[config.mk]
export PLATFORM = sky130hd
export DESIGN_NAME = real_number_lexer_with_atbash_echo_flat
export DESIGN_NICKNAME = d
export VERILOG_FILES = /design/src/design/rnl_pkg.sv /design/src/design/rnl_in_if.sv /design/src/design/rnl_out_if.sv /design/src/design/rnl_in_stage.sv /design/src/design/rnl_core.sv /design/src/design/rnl_out_stage.sv /design/src/design/real_number_lexer_with_atbash_echo.sv /design/src/flat_wrapper.sv
export SDC_FILE = /design/constraint.sdc
export NUM_CORES = 1
export LEC_CHECK = 0
export BUFFER_PORTS_ARGS = -buffer_cell sky130_fd_sc_hd__buf_2
export CORE_MARGIN = 2
export CORE_UTILIZATION = 61
export CTS_CLUSTER_DIAMETER = 120
export DETAILED_ROUTE_END_ITERATION = 10
export GPL_ROUTABILITY_DRIVEN = 0
export PLACE_DENSITY_LB_ADDON = 0.05
export SETUP_SLACK_MARGIN = 0.5
export SYNTH_ARGS = -nofsm -noshare
export SYNTH_HDL_FRONTEND = slang
export SYNTH_SLANG_ARGS = --single-unit
[constraint.sdc]
create_clock -name clk -period 3.3 [get_ports clk]
set_input_delay 0.66 -clock clk [delete_from_list [all_inputs] [get_ports clk]]
set_output_delay 0.66 -clock clk [all_outputs]
set_load 0.1 [all_outputs]
[src/design/rnl_pkg.sv]
// Shared types and character constants for the real number lexer with letter echo.
package rnl_pkg;

	localparam logic [7:0] CH_ESC     = 8'h1b;
	localparam logic [7:0] CH_BRACKET = 8'h5b;
	localparam logic [7:0] CH_HOME    = 8'h48;
	localparam logic [7:0] CH_LC_A    = 8'h61;
	localparam logic [7:0] CH_LC_Z    = 8'h7a;
	localparam logic [7:0] CH_UC_A    = 8'h41;
	localparam logic [7:0] CH_UC_Z    = 8'h5a;
	localparam logic [7:0] CH_ZERO    = 8'h30;
	localparam logic [7:0] CH_NINE    = 8'h39;
	localparam logic [7:0] CH_MINUS   = 8'h2d;
	localparam logic [7:0] CH_PLUS    = 8'h2b;
	localparam logic [7:0] CH_POINT   = 8'h2e;
	localparam logic [7:0] CH_EXP     = 8'h65;

	typedef struct packed {
		logic       mirror_valid;
		logic [7:0] mirror_char;
		logic       number_ok;
		logic       halted;
	} res_t;

	localparam res_t RES_HALTED = '{mirror_valid: 1'b0, mirror_char: 8'h00,
		number_ok: 1'b0, halted: 1'b1};

	// Atbash within each case; other bytes give valid 0 and char 0.
	function automatic logic [8:0] atbash(input logic [7:0] c);
		logic [8:0] r;
		r = '0;
		if (c >= CH_LC_A && c <= CH_LC_Z) begin
			r = {1'b1, 8'(CH_LC_Z + CH_LC_A - c)};
		end else if (c >= CH_UC_A && c <= CH_UC_Z) begin
			r = {1'b1, 8'(CH_UC_Z + CH_UC_A - c)};
		end
		return r;
	endfunction

endpackage

[src/design/rnl_in_if.sv]
// Input channel: one key byte per transfer.
interface rnl_in_if;
	logic       valid;
	logic       ready;
	logic [7:0] key_byte;

	modport source (output valid, output key_byte, input ready);
	modport sink   (input valid, input key_byte, output ready);
endinterface

[src/design/rnl_out_if.sv]
// Output channel: one echo and status result per transfer.
interface rnl_out_if;
	logic       valid;
	logic       ready;
	logic       mirror_valid;
	logic [7:0] mirror_char;
	logic       number_ok;
	logic       halted;

	modport source (output valid, output mirror_valid, output mirror_char,
		output number_ok, output halted, input ready);
	modport sink   (input valid, input mirror_valid, input mirror_char,
		input number_ok, input halted, output ready);
endinterface

[src/design/rnl_in_stage.sv]
// Input register stage holding one accepted key byte.
module rnl_in_stage
	import rnl_pkg::*;
(
	input  logic       clk,
	input  logic       arst_n,
	input  logic       in_valid,
	output logic       in_ready,
	input  logic [7:0] in_byte,
	input  logic       advance,
	output logic       valid_s1,
	output logic [7:0] key_s1
);

	assign in_ready = !valid_s1 || advance;

	always_ff @(posedge clk or negedge arst_n) begin
		if (!arst_n) begin
			valid_s1 <= 1'b0;
		end else if (in_ready) begin
			valid_s1 <= in_valid;
		end
	end

	always_ff @(posedge clk) begin
		if (in_ready && in_valid) begin
			key_s1 <= in_byte;
		end
	end

endmodule

[src/design/rnl_core.sv]
// Lexer state machine, control capture and letter mirror for one byte per cycle while step is high.
module rnl_core
	import rnl_pkg::*;
(
	input  logic       clk,
	input  logic       arst_n,
	input  logic       step,
	input  logic [7:0] key,
	output res_t       res
);

	typedef enum logic [2:0] {
		M_BEFORE = 3'd0,
		M_INT    = 3'd1,
		M_FRAC   = 3'd2,
		M_DOT    = 3'd3,
		M_E      = 3'd4,
		M_EXP    = 3'd5,
		M_CTRL   = 3'd6
	} mode_t;

	mode_t      mode_q, mode_n, saved_q, saved_n;
	logic       cnt_q, cnt_n;
	logic [7:0] first_q, first_n;
	logic       ok_q, ok_n;
	logic       stop_q, stop_n;
	logic       dg, sign, pt, ex;
	logic [8:0] mir;

	assign dg   = key >= CH_ZERO && key <= CH_NINE;
	assign sign = key == CH_MINUS || key == CH_PLUS;
	assign pt   = key == CH_POINT;
	assign ex   = key == CH_EXP;
	assign mir  = atbash(key);

	always_comb begin
		mode_n  = mode_q;
		saved_n = saved_q;
		cnt_n   = cnt_q;
		first_n = first_q;
		ok_n    = ok_q;
		stop_n  = stop_q;
		if (!stop_q) begin
			if (key == CH_ESC) begin
				cnt_n   = 1'b0;
				saved_n = mode_q;
				mode_n  = M_CTRL;
			end else if (mode_q == M_CTRL) begin
				if (!cnt_q) begin
					first_n = key;
					cnt_n   = 1'b1;
				end else begin
					mode_n = saved_q;
					if (first_q == CH_BRACKET && key == CH_HOME) begin
						stop_n = 1'b1;
					end
				end
			end else begin
				if (!(dg || sign || pt || ex)) begin
					ok_n = 1'b0;
				end
				unique case (mode_q)
					M_BEFORE: begin
						if (dg || sign) mode_n = M_INT;
						else ok_n = 1'b0;
					end
					M_INT: begin
						// a minus sign ends validity here, a plus does not
						if (!(dg || pt || ex || key == CH_PLUS)) ok_n = 1'b0;
						if (pt) mode_n = M_DOT;
						else if (ex) mode_n = M_E;
					end
					M_DOT: begin
						if (!dg) ok_n = 1'b0;
						mode_n = M_FRAC;
					end
					M_FRAC: begin
						if (!(dg || ex)) ok_n = 1'b0;
						if (ex) mode_n = M_E;
					end
					M_E: begin
						if (!(dg || sign)) ok_n = 1'b0;
						mode_n = M_EXP;
					end
					M_EXP: begin
						if (!dg) ok_n = 1'b0;
					end
					default: begin
					end
				endcase
			end
		end
	end

	always_comb begin
		if (stop_n) begin
			res = RES_HALTED;
		end else if (key != CH_ESC && mode_q != M_CTRL) begin
			res = '{mirror_valid: mir[8], mirror_char: mir[7:0], number_ok: ok_n,
				halted: 1'b0};
		end else begin
			res = '{mirror_valid: 1'b0, mirror_char: 8'h00, number_ok: ok_n,
				halted: 1'b0};
		end
	end

	always_ff @(posedge clk or negedge arst_n) begin
		if (!arst_n) begin
			mode_q  <= M_BEFORE;
			saved_q <= M_BEFORE;
			cnt_q   <= 1'b0;
			first_q <= 8'h00;
			ok_q    <= 1'b1;
			stop_q  <= 1'b0;
		end else if (step) begin
			mode_q  <= mode_n;
			saved_q <= saved_n;
			cnt_q   <= cnt_n;
			first_q <= first_n;
			ok_q    <= ok_n;
			stop_q  <= stop_n;
		end
	end

endmodule

[src/design/rnl_out_stage.sv]
// Result register stage feeding the output channel.
module rnl_out_stage
	import rnl_pkg::*;
(
	input  logic clk,
	input  logic arst_n,
	input  logic load,
	input  res_t res,
	input  logic out_ready,
	output logic advance,
	output logic valid_s2,
	output res_t res_s2
);

	assign advance = !valid_s2 || out_ready;

	always_ff @(posedge clk or negedge arst_n) begin
		if (!arst_n) begin
			valid_s2 <= 1'b0;
		end else if (advance) begin
			valid_s2 <= load;
		end
	end

	always_ff @(posedge clk) begin
		if (advance && load) begin
			res_s2 <= res;
		end
	end

endmodule

[src/design/real_number_lexer_with_atbash_echo.sv]
// The input register holds an accepted byte and the result register its result for the
// output channel. Throughput: one byte per cycle while the output is not held back;
// lexer state updates as an item moves to the result register.
// The result register lets a new byte enter while a finished result waits.
// Reset (arst_n low, asynchronous): both stages empty, lexer before entering,
// number flag set, not halted.
module real_number_lexer_with_atbash_echo
	import rnl_pkg::*;
(
	input  logic  clk,
	input  logic  arst_n,
	rnl_in_if.sink    in,
	rnl_out_if.source out
);

	logic       advance;
	logic       valid_s1;
	logic [7:0] key_s1;
	logic       valid_s2;
	logic       step;
	res_t       res;
	res_t       res_s2;

	assign step = valid_s1 && advance;

	rnl_in_stage u_in (
		.clk      (clk),
		.arst_n   (arst_n),
		.in_valid (in.valid),
		.in_ready (in.ready),
		.in_byte  (in.key_byte),
		.advance  (advance),
		.valid_s1 (valid_s1),
		.key_s1   (key_s1)
	);

	rnl_core u_core (
		.clk    (clk),
		.arst_n (arst_n),
		.step   (step),
		.key    (key_s1),
		.res    (res)
	);

	rnl_out_stage u_out (
		.clk       (clk),
		.arst_n    (arst_n),
		.load      (valid_s1),
		.res       (res),
		.out_ready (out.ready),
		.advance   (advance),
		.valid_s2  (valid_s2),
		.res_s2    (res_s2)
	);

	assign out.valid        = valid_s2;
	assign out.mirror_valid = res_s2.mirror_valid;
	assign out.mirror_char  = res_s2.mirror_char;
	assign out.number_ok    = res_s2.number_ok;
	assign out.halted       = res_s2.halted;

endmodule

[src/flat_wrapper.sv]
// flat-port wrapper written by rule: the top's interface ports become plain ports
module real_number_lexer_with_atbash_echo_flat import rnl_pkg::*;
  (clk, arst_n, in_valid, in_key_byte, in_ready, out_valid, out_mirror_valid, out_mirror_char, out_number_ok, out_halted, out_ready);
  rnl_in_if in_i ();
  rnl_out_if out_i ();
  input  logic clk;
  input  logic arst_n;
  input wire logic [$bits(in_i.valid)-1:0] in_valid;
  input wire logic [$bits(in_i.key_byte)-1:0] in_key_byte;
  output wire logic [$bits(in_i.ready)-1:0] in_ready;
  output wire logic [$bits(out_i.valid)-1:0] out_valid;
  output wire logic [$bits(out_i.mirror_valid)-1:0] out_mirror_valid;
  output wire logic [$bits(out_i.mirror_char)-1:0] out_mirror_char;
  output wire logic [$bits(out_i.number_ok)-1:0] out_number_ok;
  output wire logic [$bits(out_i.halted)-1:0] out_halted;
  input wire logic [$bits(out_i.ready)-1:0] out_ready;
  assign in_i.valid = in_valid;
  assign in_i.key_byte = in_key_byte;
  assign in_ready = in_i.ready;
  assign out_valid = out_i.valid;
  assign out_mirror_valid = out_i.mirror_valid;
  assign out_mirror_char = out_i.mirror_char;
  assign out_number_ok = out_i.number_ok;
  assign out_halted = out_i.halted;
  assign out_i.ready = out_ready;
  real_number_lexer_with_atbash_echo u_core (.clk(clk), .arst_n(arst_n), .in(in_i), .out(out_i));
endmodule
==> impl_metrics.csv, run 1 <==
group,metric,value,unit
finish,drive_gt1_share,29.9,%
run,maxCapViolCount,0,
yosys,yosys.cell_count.top_type,"edfxtp_1",
clock_network,cts_buffer_depth,2,
critical_path,r2r_slack,0.84,ns
drt,drt_iter0_drc,78,
global_routing,grt_antenna_before_repair,0,
finish,syn_to_final_growth,11.1,%
finish,nNetsFinal,203,
clock_network,clk_pin_slew,0.10,ns
critical_path,cp.arrival,2.68,ns
sta,worst_pin_slew,0.892,ns
yosys,yosys_register_bits,38,
sta,hold_viol,0,
global_routing,grt_usage,21.9,%
sta,slew_violations,0,
yosys,synth.area.top_cells,"edfxtp_1 30%, dfrtp_1 23%, mux2_2 8.2%, ha_1 3.2%, nor2_1 2.3%",
sta,finalClockSkew,0.00718,ns
drt,drc,0,
floorplan,die_h,60.2,µm
critical_path,path_max_fanout,8,
floorplan,ios,25,
critical_path,regToRegStartpoint,"u_core.u_in.key_s1[2]$_DFFE_PP_",
finish,fin_util,70.7,%
yosys,synth-edff-count,19,
critical_path,r2r_end,"u_core.u_core.mode_q[1]$_DFFE_PN0P_",
clock_network,numCtsBuffers,5,
yosys,ys.flop_type,"edfxtp_1",
yosys,ys_types,52,
yosys,postSynthCellCount,163,
yosys,avgSynthCellArea,11.8,µm²
global_routing,grt_pass1_vias,1244,
finish,fin_area,2140,µm²
clock_network,cts.sinks,38,
floorplan,rows,20,
floorplan,dieWidth,60.2,µm
yosys,synth-async-reset-ratio,50.0,%
critical_path,critPathLaunchType,"flop",
floorplan,fp.coreArea,3030,µm²
yosys,netlist_top_cells_count,"19 x edfxtp_1, 18 x dfrtp_1, 14 x mux2_2",
yosys,syn_nets,180,
place,port_buffers,24,
finish,n_antenna_cell,0,
clock_network,cts_setup_buffers,0,
place,dp_cells,223,
global_routing,grt_pass1_wl,5620,µm
clock_network,cts_resized,0,
clock_network,cts_root_buf,"clkbuf_4",
clock_network,cts_tree,"done",
finish,n_fill_cell,222,
sta,setup_ws,0.837,ns
critical_path,crit_required,3.52,ns
clock_network,clock_latency,0.33,ns
yosys,yosysWarnings,0,
sta,slew_headroom,40.3,%
place,hpwl,2600,µm
sta,period_share,74.6,%
critical_path,critical_path_class,"reg -> reg",
global_routing,grt_overflow,0,
pwr,powerDensity,443,nW/µm²
drt,antenna_left,0,
finish,fin_cells,231,
critical_path,cp-end-kind,"flop",
drt,wl_per_cell,14.8,µm
clock_network,h-tree-depth,2,
place,dp_slack,0.847,ns
place,dpl_cell_area,2060,µm²
drt,dr.pass1.iters,4,
drt,via_per_inst,5.72,
yosys,synth_largest_area_cell,"edfxtp_1",
pwr,leakagePower,0.917,nW
floorplan,initial_core_util,63.6,%
sta,grt_setup_unrepaired,"false",
drt,wl,3420,µm
clock_network,postCtsHoldBufs,0,
yosys,ys_seq_area_share,54.4,%
outcome,status,"finished, final reports clean",
yosys,synth_area,1930,µm²
floorplan,die_area,3620,µm²
sta,setup_tns,0,ns
sta,period_needed,2.46,ns
yosys,synth_top_area_share,29.6,%
pwr,vdd_ir_drop_max,0.302,mV
critical_path,reg2reg_depth,7,
hold_path,min_path_type,"in -> async",
sta,fmax,406,MHz
global_routing,grt_max_degree,20,
drt,vias,1322,
sta,setup_violations,0,
-- logic make-up after synthesis --
group / share of synthesized area [%]
mux: 8.70
fa+ha+maj: 3.25
buf+inv: 3.64
simple gates: 17.9
compound gates: 10.6
other cells: 0.195
flops: 54.4
xor+xnor: 1.36
-- worst max-delay path by stage --
stage                                            from                                   to  slack [ns]  cells past startpoint
CTS                   u_core.u_in.key_s1[2]$_DFFE_PP_  u_core.u_core.mode_q[1]$_DFFE_PN0P_        0.83                      7
global placement      u_core.u_in.key_s1[2]$_DFFE_PP_  u_core.u_core.mode_q[0]$_DFFE_PN0P_        0.95                      7
finish                u_core.u_in.key_s1[2]$_DFFE_PP_  u_core.u_core.mode_q[1]$_DFFE_PN0P_        0.84                      7
floorplan           u_core.u_out.valid_s2$_DFFE_PN0P_      u_core.u_in.key_s1[0]$_DFFE_PP_        0.67                      3
global route          u_core.u_in.key_s1[2]$_DFFE_PP_  u_core.u_core.mode_q[1]$_DFFE_PN0P_        0.69                      7
detailed placement    u_core.u_in.key_s1[2]$_DFFE_PP_  u_core.u_core.mode_q[1]$_DFFE_PN0P_        0.85                      7
-- flip-flops by register name, indices dropped and copies added (netlist names) --
signal                 count
u_core.u_core.mode_q       3
u_core.u_in.key_s1         8
u_core.u_core.ok_q         1
u_core.u_core.first_q      8
u_core.u_out.valid_s2      1
u_core.u_core.saved_q      3
u_core.u_out.res_s2       11
u_core.u_core.cnt_q        1
u_core.u_in.valid_s1       1
u_core.u_core.stop_q       1
-- stage by stage --
stage | power, mW | hold slack (ns)
after global placement | 0.675 | 0.467
after floorplan | 0.648 | 0.364
after detailed placement | 0.677 | 0.461
final | 0.948 | 0.243
after CTS | 0.958 | 0.246
after global routing | 0.981 | 0.253
-- layer usage --
layer / vias up / track usage [%] / share of wire, %
met3: 6 / 6.49 / 4.2
li1: 644 / - / -
met4: 0 / 7.62 / 1.3
met5: - / 0 / 0
met1: 639 / 27.7 / 44
met2: 33 / 35.9 / 51
-- area by class of cell --
type	count	area, µm²	area share [%]
well taps	44	55.1	2.57
flip-flops and latches	38	1050	48.9
inverters	8	30.0	1.40
clock buffers	8	78.8	3.68
repair buffers	24	120	5.61
multi-input cells	109	810	37.8
-- worst max-delay path, stage by stage (launching register included) --
cell and delay, ns:
edfxtp_1 0.49, inv_1 0.15, ha_1 0.28, nand3_2 0.13, nor4b_4 0.48, nand2_2 0.16, a31oi_2 0.30, mux2_2 0.38
-- cell usage in the layout, fill, tap and decap left out, types with 5 or more instances in the layout --
cell type,count
buf_2,24
mux2_2,14
ha_1,5
nor2b_1,5
inv_1,8
a21oi_1,8
nor2_1,12
edfxtp_1,19
o21ai_0,5
clkbuf_4,5
nand2_1,8
dfrtp_1,18
-- report_power, final --
part | total [mW] | switching (mW) | internal (mW)
Sequential | 0.535 | 0.0184 | 0.517
Clock | 0.281 | 0.136 | 0.146
Combinational | 0.131 | 0.104 | 0.0267
Total | 0.948 | 0.259 | 0.689
(Power assumes the default switching activity.)
==> run 2: changes to the inputs <==
- ABC_AREA: default -> 1
- CORE_UTILIZATION: 61 -> 52
- clock period: 3.3 -> 2.1 ns (I/O delays scaled with it)
==> run 2 against run 1 <==
Non-clock buffer count grew 16. Synthesized area grew 6.6%. Die area grew 23%. First-iteration DRC count grew 130%. Final cell count grew 42%. Sequential cell count is the same. Combinational power grew to 4.9 times the previous value. Fmax grew 42%. Critical path type unchanged. Largest power group unchanged.
==> impl_metrics.csv, run 2 <==
group,metric,value,unit
outcome,status,"finished, final reports clean",
global_routing,grt_usage,21.6,%
floorplan,initial_core_util,55.3,%
critical_path,cp_cell_sequence,"buf_4, ha_2, a21oi_2, xor2_1, or2_1, a21oi_1",
clock_network,cts_buffer_depth,2,
finish,n_antenna_cell,0,
floorplan,ios,25,
critical_path,path_max_fanout,5,
finish,syn_to_final_growth,28.6,%
place,port_buffers,24,
drt,antenna_left,0,
drt,wl,4690,µm
yosys,ys.flop_type,"edfxtp_1",
place,dp_cells,303,
drt,wl_per_cell,14.3,µm
yosys,synth-edff-count,19,
critical_path,cp.arrival,1.78,ns
drt,drc,0,
hold_path,min_path_type,"in -> async",
global_routing,grt_antenna_before_repair,0,
sta,slew_violations,0,
floorplan,die_h,66.9,µm
run,maxCapViolCount,0,
yosys,synth_area,2050,µm²
finish,final-seq-area,1050,µm²
global_routing,grt_overflow,0,
clock_network,clock_latency,0.30,ns
clock_network,cts_tree,"done",
yosys,ys_types,34,
yosys,yosysWarnings,0,
sta,hold_viol,0,
yosys,synth_largest_area_cell,"edfxtp_1",
clock_network,h-tree-depth,2,
finish,largest_register_ffs,11,
drt,drt_iter0_drc,176,
sta,period_share,82.8,%
sta,period_needed,1.74,ns
critical_path,path_buf_inv,1,
yosys,synth_top_area_share,27.8,%
finish,nNetsFinal,295,
clock_network,numCtsBuffers,5,
yosys,yosys_register_bits,38,
pwr,powerDensity,820,nW/µm²
yosys,synth-async-reset-ratio,50.0,%
global_routing,grt_max_degree,20,
yosys,ys_seq_area_share,51.0,%
sta,setup_violations,0,
yosys,postSynthCellCount,234,
critical_path,crit_slowest_cell,"edfxtp_1",
clock_network,cts_root_buf,"clkbuf_8",
critical_path,reg2reg_depth,6,
drt,via_per_inst,5.18,
critical_path,max_stage_delay,0.55,ns
yosys,netlist_top_cells_count,"62 x nand2_1, 26 x nor2_1, 23 x inv_1",
critical_path,cp-end-kind,"flop",
yosys,yosys.cell_count.top_type,"nand2_1",
yosys,avgSynthCellArea,8.78,µm²
finish,n_fill_cell,273,
global_routing,grt_pass1_vias,1606,
finish,multi_input_area,1030,µm²
place,hpwl,2920,µm
finish,mostFrequentLayoutCell,"nand2_1",
critical_path,crit_family,"flip-flops",
drt,dr.pass1.iters,4,
critical_path,critPathLaunchType,"flop",
sta,grt_setup_unrepaired,"true",
finish,fin_util,71.1,%
finish,final_cell_mix,"48 x nand2_1, 23 x nor2_1, 22 x buf_2",
clock_network,postCtsHoldBufs,0,
finish,regMostFlops,"u_core.u_out.res_s2",
clock_network,clk_pin_slew,0.08,ns
floorplan,fp.coreArea,3720,µm²
global_routing,grt_pass1_wl,7070,µm
floorplan,rows,22,
sta,fmax,575,MHz
clock_network,cts.sinks,38,
finish,top_regs,"u_core.u_out.res_s2 x11, u_core.u_core.first_q x8, u_core.u_in.key_s1 x8",
finish,fin_cells,327,
sta,setup_tns,0,ns
floorplan,dieWidth,66.9,µm
finish,drive_gt1_share,39.8,%
yosys,synth.area.top_cells,"edfxtp_1 28%, dfrtp_1 22%, nand2_1 11%, nand3_1 5.1%, nor2_1 4.8%",
pwr,leakagePower,1.20,nW
critical_path,critical_path_class,"reg -> reg",
critical_path,crit_required,2.14,ns
critical_path,cp.depth,6,
yosys,syn_nets,251,
drt,vias,1695,
sta,finalClockSkew,0.00984,ns
floorplan,die_area,4470,µm²
pwr,vdd_ir_drop_max,0.534,mV
-- run 2: cell count changes after synthesis, moves of 4 or more --
| cell | delta |
|---|---|
| nor2_2 | +4 |
| inv_2 | +5 |
| o21ai_2 | +8 |
| nor2_1 | +14 |
| nand2_1 | +54 |
| nor2b_1 | -5 |
| nand3_1 | +20 |
| inv_1 | +15 |
| clkbuf_1 | -4 |
| mux2_2 | -14 |
-- run 2: repair_timing --
action	4_1_cts	5_1_grt
cloned	0	1
setup endpoints to repair	25	25
resized for setup	21	29
pin swaps	13	6
setup buffers	7	8
-- run 2: layer usage --
metal	vias to the layer above	GRT usage (%)	part of all wire, %
li1	845	-	-
met1	758	27.2	42
met5	-	0	0
met4	0	8.67	5.8
met2	65	35.8	47
met3	27	5.24	5.5
-- run 2: cell families after synthesis --
kind of cell | share of synthesized area [%]
AND/OR/NAND/NOR | 29.1
adder cells (fa/ha/maj) | 3.05
flip-flops | 51.0
XOR/XNOR | 1.28
buffers and inverters | 7.31
AO/OA/AOI/OAI | 8.10
other | 0.183
-- run 2: area by class of cell --
class / count / area share [%]
inverter: 29 / 4.50
clock buffer: 7 / 2.89
tap: 48 / 2.27
timing repair buffer: 40 / 10.2
multi-input combinational: 164 / 39.2
clock inverter: 1 / 1.14
sequential: 38 / 39.8
-- run 2: through the flow --
stage          hold WS [ns]  instance area (µm²)  setup slack [ns]  power [mW]
3_5_place_dp          0.393                 2230             0.340        1.50
3_3_place_gp          0.392                 2230             0.400        1.50
4_1_cts              0.0793                 2460             0.466        2.13
6_report             0.0575                 2640             0.362        2.17
5_1_grt               0.104                 2640             0.297        2.28
2_1_floorplan         0.124                 2080             0.377        1.40
-- run 2: where the power goes --
group          switching, mW  internal (mW)  total, mW
Clock                  0.245          0.355      0.600
Sequential            0.0703          0.856      0.926
Combinational          0.464          0.176      0.640
Total                  0.779           1.39       2.17
-- run 2: path summary, 6_finish.rpt --
check,start,endpoint,slack (ns)
min reg2reg,u_core.u_core.first_q[4]$_DFFE_PN0P_,u_core.u_core.first_q[4]$_DFFE_PN0P_,0.49
max reg2reg,u_core.u_in.key_s1[3]$_DFFE_PP_,u_core.u_out.res_s2[8]$_SDFFCE_PP0P_,0.36
min,arst_n,u_core.u_core.first_q[3]$_DFFE_PN0P_,0.06
max in group asynchronous,arst_n,u_core.u_out.valid_s2$_DFFE_PN0P_,1.69
max,u_core.u_in.key_s1[3]$_DFFE_PP_,u_core.u_out.res_s2[8]$_SDFFCE_PP0P_,0.36
min in group clk,in_key_byte[6],u_core.u_in.key_s1[6]$_DFFE_PP_,0.30
==> run 3: changes to the inputs <==
- CORE_UTILIZATION: 52 -> 57
- clock period: 2.1 -> 1.6 ns (I/O delays scaled with it)
==> run 3 against run 2 <==
The flow now finishes with violations (negative setup slack). Worst setup slack got worse by 0.64 ns. Global-route usage up 9.1 points. Combinational power is 86% higher. First-iteration DRC count is 91% higher. Wire length up 55%. Critical path type unchanged.
==> impl_metrics.csv, run 3 (synthesis gave the netlist of run 2 again) <==
group,metric,value,unit
critical_path,critical_path_class,"reg -> reg",
global_routing,grt_usage,30.7,%
hold_path,min_path_type,"in -> reg",
clock_network,cts_tree,"done",
sta,period_needed,1.87,ns
clock_network,clk_pin_slew,0.10,ns
finish,largest_register_ffs,11,
place,dp_slack,-0.0640,ns
finish,fin_cells,353,
sta,setup_ws,-0.273,ns
floorplan,ios,25,
finish,regMostFlops,"u_core.u_out.res_s2",
drt,wl_per_cell,20.5,µm
place,hpwl,3150,µm
drt,topRoutingLayerUsed,"met4",
pwr,total_power,3.08,mW
drt,dr_wl_met3,776,µm
global_routing,grt_antenna_before_repair,0,
critical_path,cp-end-kind,"flop",
sta,period_share,117,%
pwr,p_int,1.86,mW
finish,fin_util,91.8,%
finish,fin_area,3110,µm²
critical_path,crit_required,1.83,ns
clock_network,h-tree-depth,2,
sta,slew_violations,0,
critical_path,path_max_fanout,6,
pwr,combPwrFrac,38.7,%
finish,final_cell_mix,"44 x nand2_1, 33 x buf_4, 19 x nor2_1, 19 x edfxtp_1, 18 x inv_1",
clock_network,cts_buffer_depth,2,
drt,vias,2135,
drt,via_per_inst,6.05,
critical_path,cp_cell_sequence,"inv_1, buf_4, nand2_1, nor2_4, nand2_2, buf_4, nand2_1, nand2_1, nand2_1, nand3_1, nand2_1, nand2_1",
pwr,vdd_ir_drop_max,0.863,mV
outcome,status,"complete, but fails checks",
drt,antenna_left,0,
critical_path,max_stage_delay,0.45,ns
floorplan,die_area,4100,µm²
finish,syn_to_final_growth,51.5,%
place,dpl_cell_area,2430,µm²
global_routing,grt_pass1_wl,9320,µm
pwr,seqPwrFrac,40.4,%
floorplan,rows,21,
clock_network,cts_root_buf,"clkbuf_4",
global_routing,grt_overflow,0,
drt,wl,7240,µm
drt,dr.pass1.iters,5,
floorplan,initial_core_util,60.6,%
floorplan,die_h,64.0,µm
finish,n_antenna_cell,0,
sta,setup_tns,-2.42,ns
drt,m1WireLength,2520,µm
sta,finalClockSkew,0.0124,ns
outcome,failed_checks,"negative setup slack",
critical_path,cp.arrival,2.10,ns
drt,drc,0,
sta,grt_setup_unrepaired,"true",
run,maxCapViolCount,0,
sta,fmax,534,MHz
sta,hold_viol,0,
sta,setup_violations,25,
global_routing,grt_pass1_vias,1911,
critical_path,crit_path_frequent_cell,"nand2_1",
critical_path,crit_family,"simple AND/OR/NAND/NOR gates",
finish,top_regs,"u_core.u_out.res_s2 x11, u_core.u_core.first_q x8, u_core.u_in.key_s1 x8",
clock_network,cts.sinks,38,
clock_network,clock_latency,0.36,ns
critical_path,critPathLaunchType,"flop",
drt,met2WireLength,3500,µm
critical_path,crit_slowest_cell,"edfxtp_1",
finish,mostFrequentLayoutCell,"nand2_1",
sta,holdWs,0.139,ns
pwr,swShare,39.4,%
floorplan,fp.coreArea,3390,µm²
pwr,powerDensity,989,nW/µm²
place,port_buffers,24,
floorplan,dieWidth,64.0,µm
clock_network,numCtsBuffers,5,
pwr,leakagePower,1.43,nW
drt,drt_iter0_drc,336,
place,dp_cells,321,
finish,nNetsFinal,323,
global_routing,grt_max_degree,20,
finish,drive_gt1_share,49.8,%
critical_path,path_buf_inv,3,
pwr,clkPwrFrac,20.9,%
pwr,p_switching,1.21,mW
[run 3: cell types whose count changed in the layout (fill, tap and decap cells not counted), moves of 4 or more]
cell	delta
buf_12	+13
buf_2	-11
buf_4	+19
buf_6	+5
clkbuf_4	+5
clkbuf_8	-5
nand2_1	-4
nand2_4	+4
nand3_1	-7
nand3_2	+8
nor2_1	-4
[run 3: per-layer routing]
metal | global-route usage (%) | up-vias
met3 | 5.81 | 57
li1 | - | 903
met4 | 16.3 | 0
met2 | 51.2 | 195
met5 | 0 | -
met1 | 37.7 | 980
[run 3: layout make-up]
cell class              count  area (µm²)
repair buffers             67         683
clock inverters             1        30.0
flip-flops and latches     38        1050
inverters                  29         124
multi-input cells         164        1110
well taps                  46        57.6
repair inverters            1        7.51
fillers                   110         277
clock buffers               7        45.0
[run 3: worst paths after layout]
kind	cells after the start	slack (ns)	endpoint	startpoint
setup / recovery	12	-0.27	u_core.u_core.mode_q[2]$_DFFE_PN0P_	u_core.u_in.key_s1[7]$_DFFE_PP_
hold / removal	1	0.14	u_core.u_in.key_s1[3]$_DFFE_PP_	in_key_byte[3]
setup reg to reg	12	-0.27	u_core.u_core.mode_q[2]$_DFFE_PN0P_	u_core.u_in.key_s1[7]$_DFFE_PP_
hold reg to reg	2	0.52	u_core.u_core.first_q[4]$_DFFE_PN0P_	u_core.u_core.first_q[4]$_DFFE_PN0P_
max in group asynchronous	2	0.79	u_core.u_out.valid_s2$_DFFE_PN0P_	arst_n
min in group asynchronous	2	0.43	u_core.u_core.first_q[0]$_DFFE_PN0P_	arst_n
[run 3: worst register-to-register path: stages, from the launching register on]
cell      delay, ns
edfxtp_1       0.45
inv_1          0.12
buf_4          0.13
nand2_1        0.10
nor2_4         0.18
nand2_2        0.08
buf_4          0.15
nand2_1        0.05
nand2_1        0.09
nand2_1        0.10
nand3_1        0.07
nand2_1        0.12
nand2_1        0.11
[run 3: power by group through the flow]
stage | Clock (mW) | Sequential [mW] | Combinational [mW]
finish | 0.644 | 1.24 | 1.19
detailed placement | 0 | 1.23 | 0.811
global placement | 0 | 1.23 | 0.803
global route | 0.684 | 1.25 | 1.23
CTS | 0.637 | 1.23 | 0.979
floorplan | 0 | 1.45 | 0.400
[run 3: repair_timing]
item,4_1_cts,5_1_grt
pin swaps,22,13
hold endpoints to repair,18,0
setup buffers,12,9
setup endpoints to repair,51,59
resized for setup,77,33
hold buffers,1,0
cloned,2,0
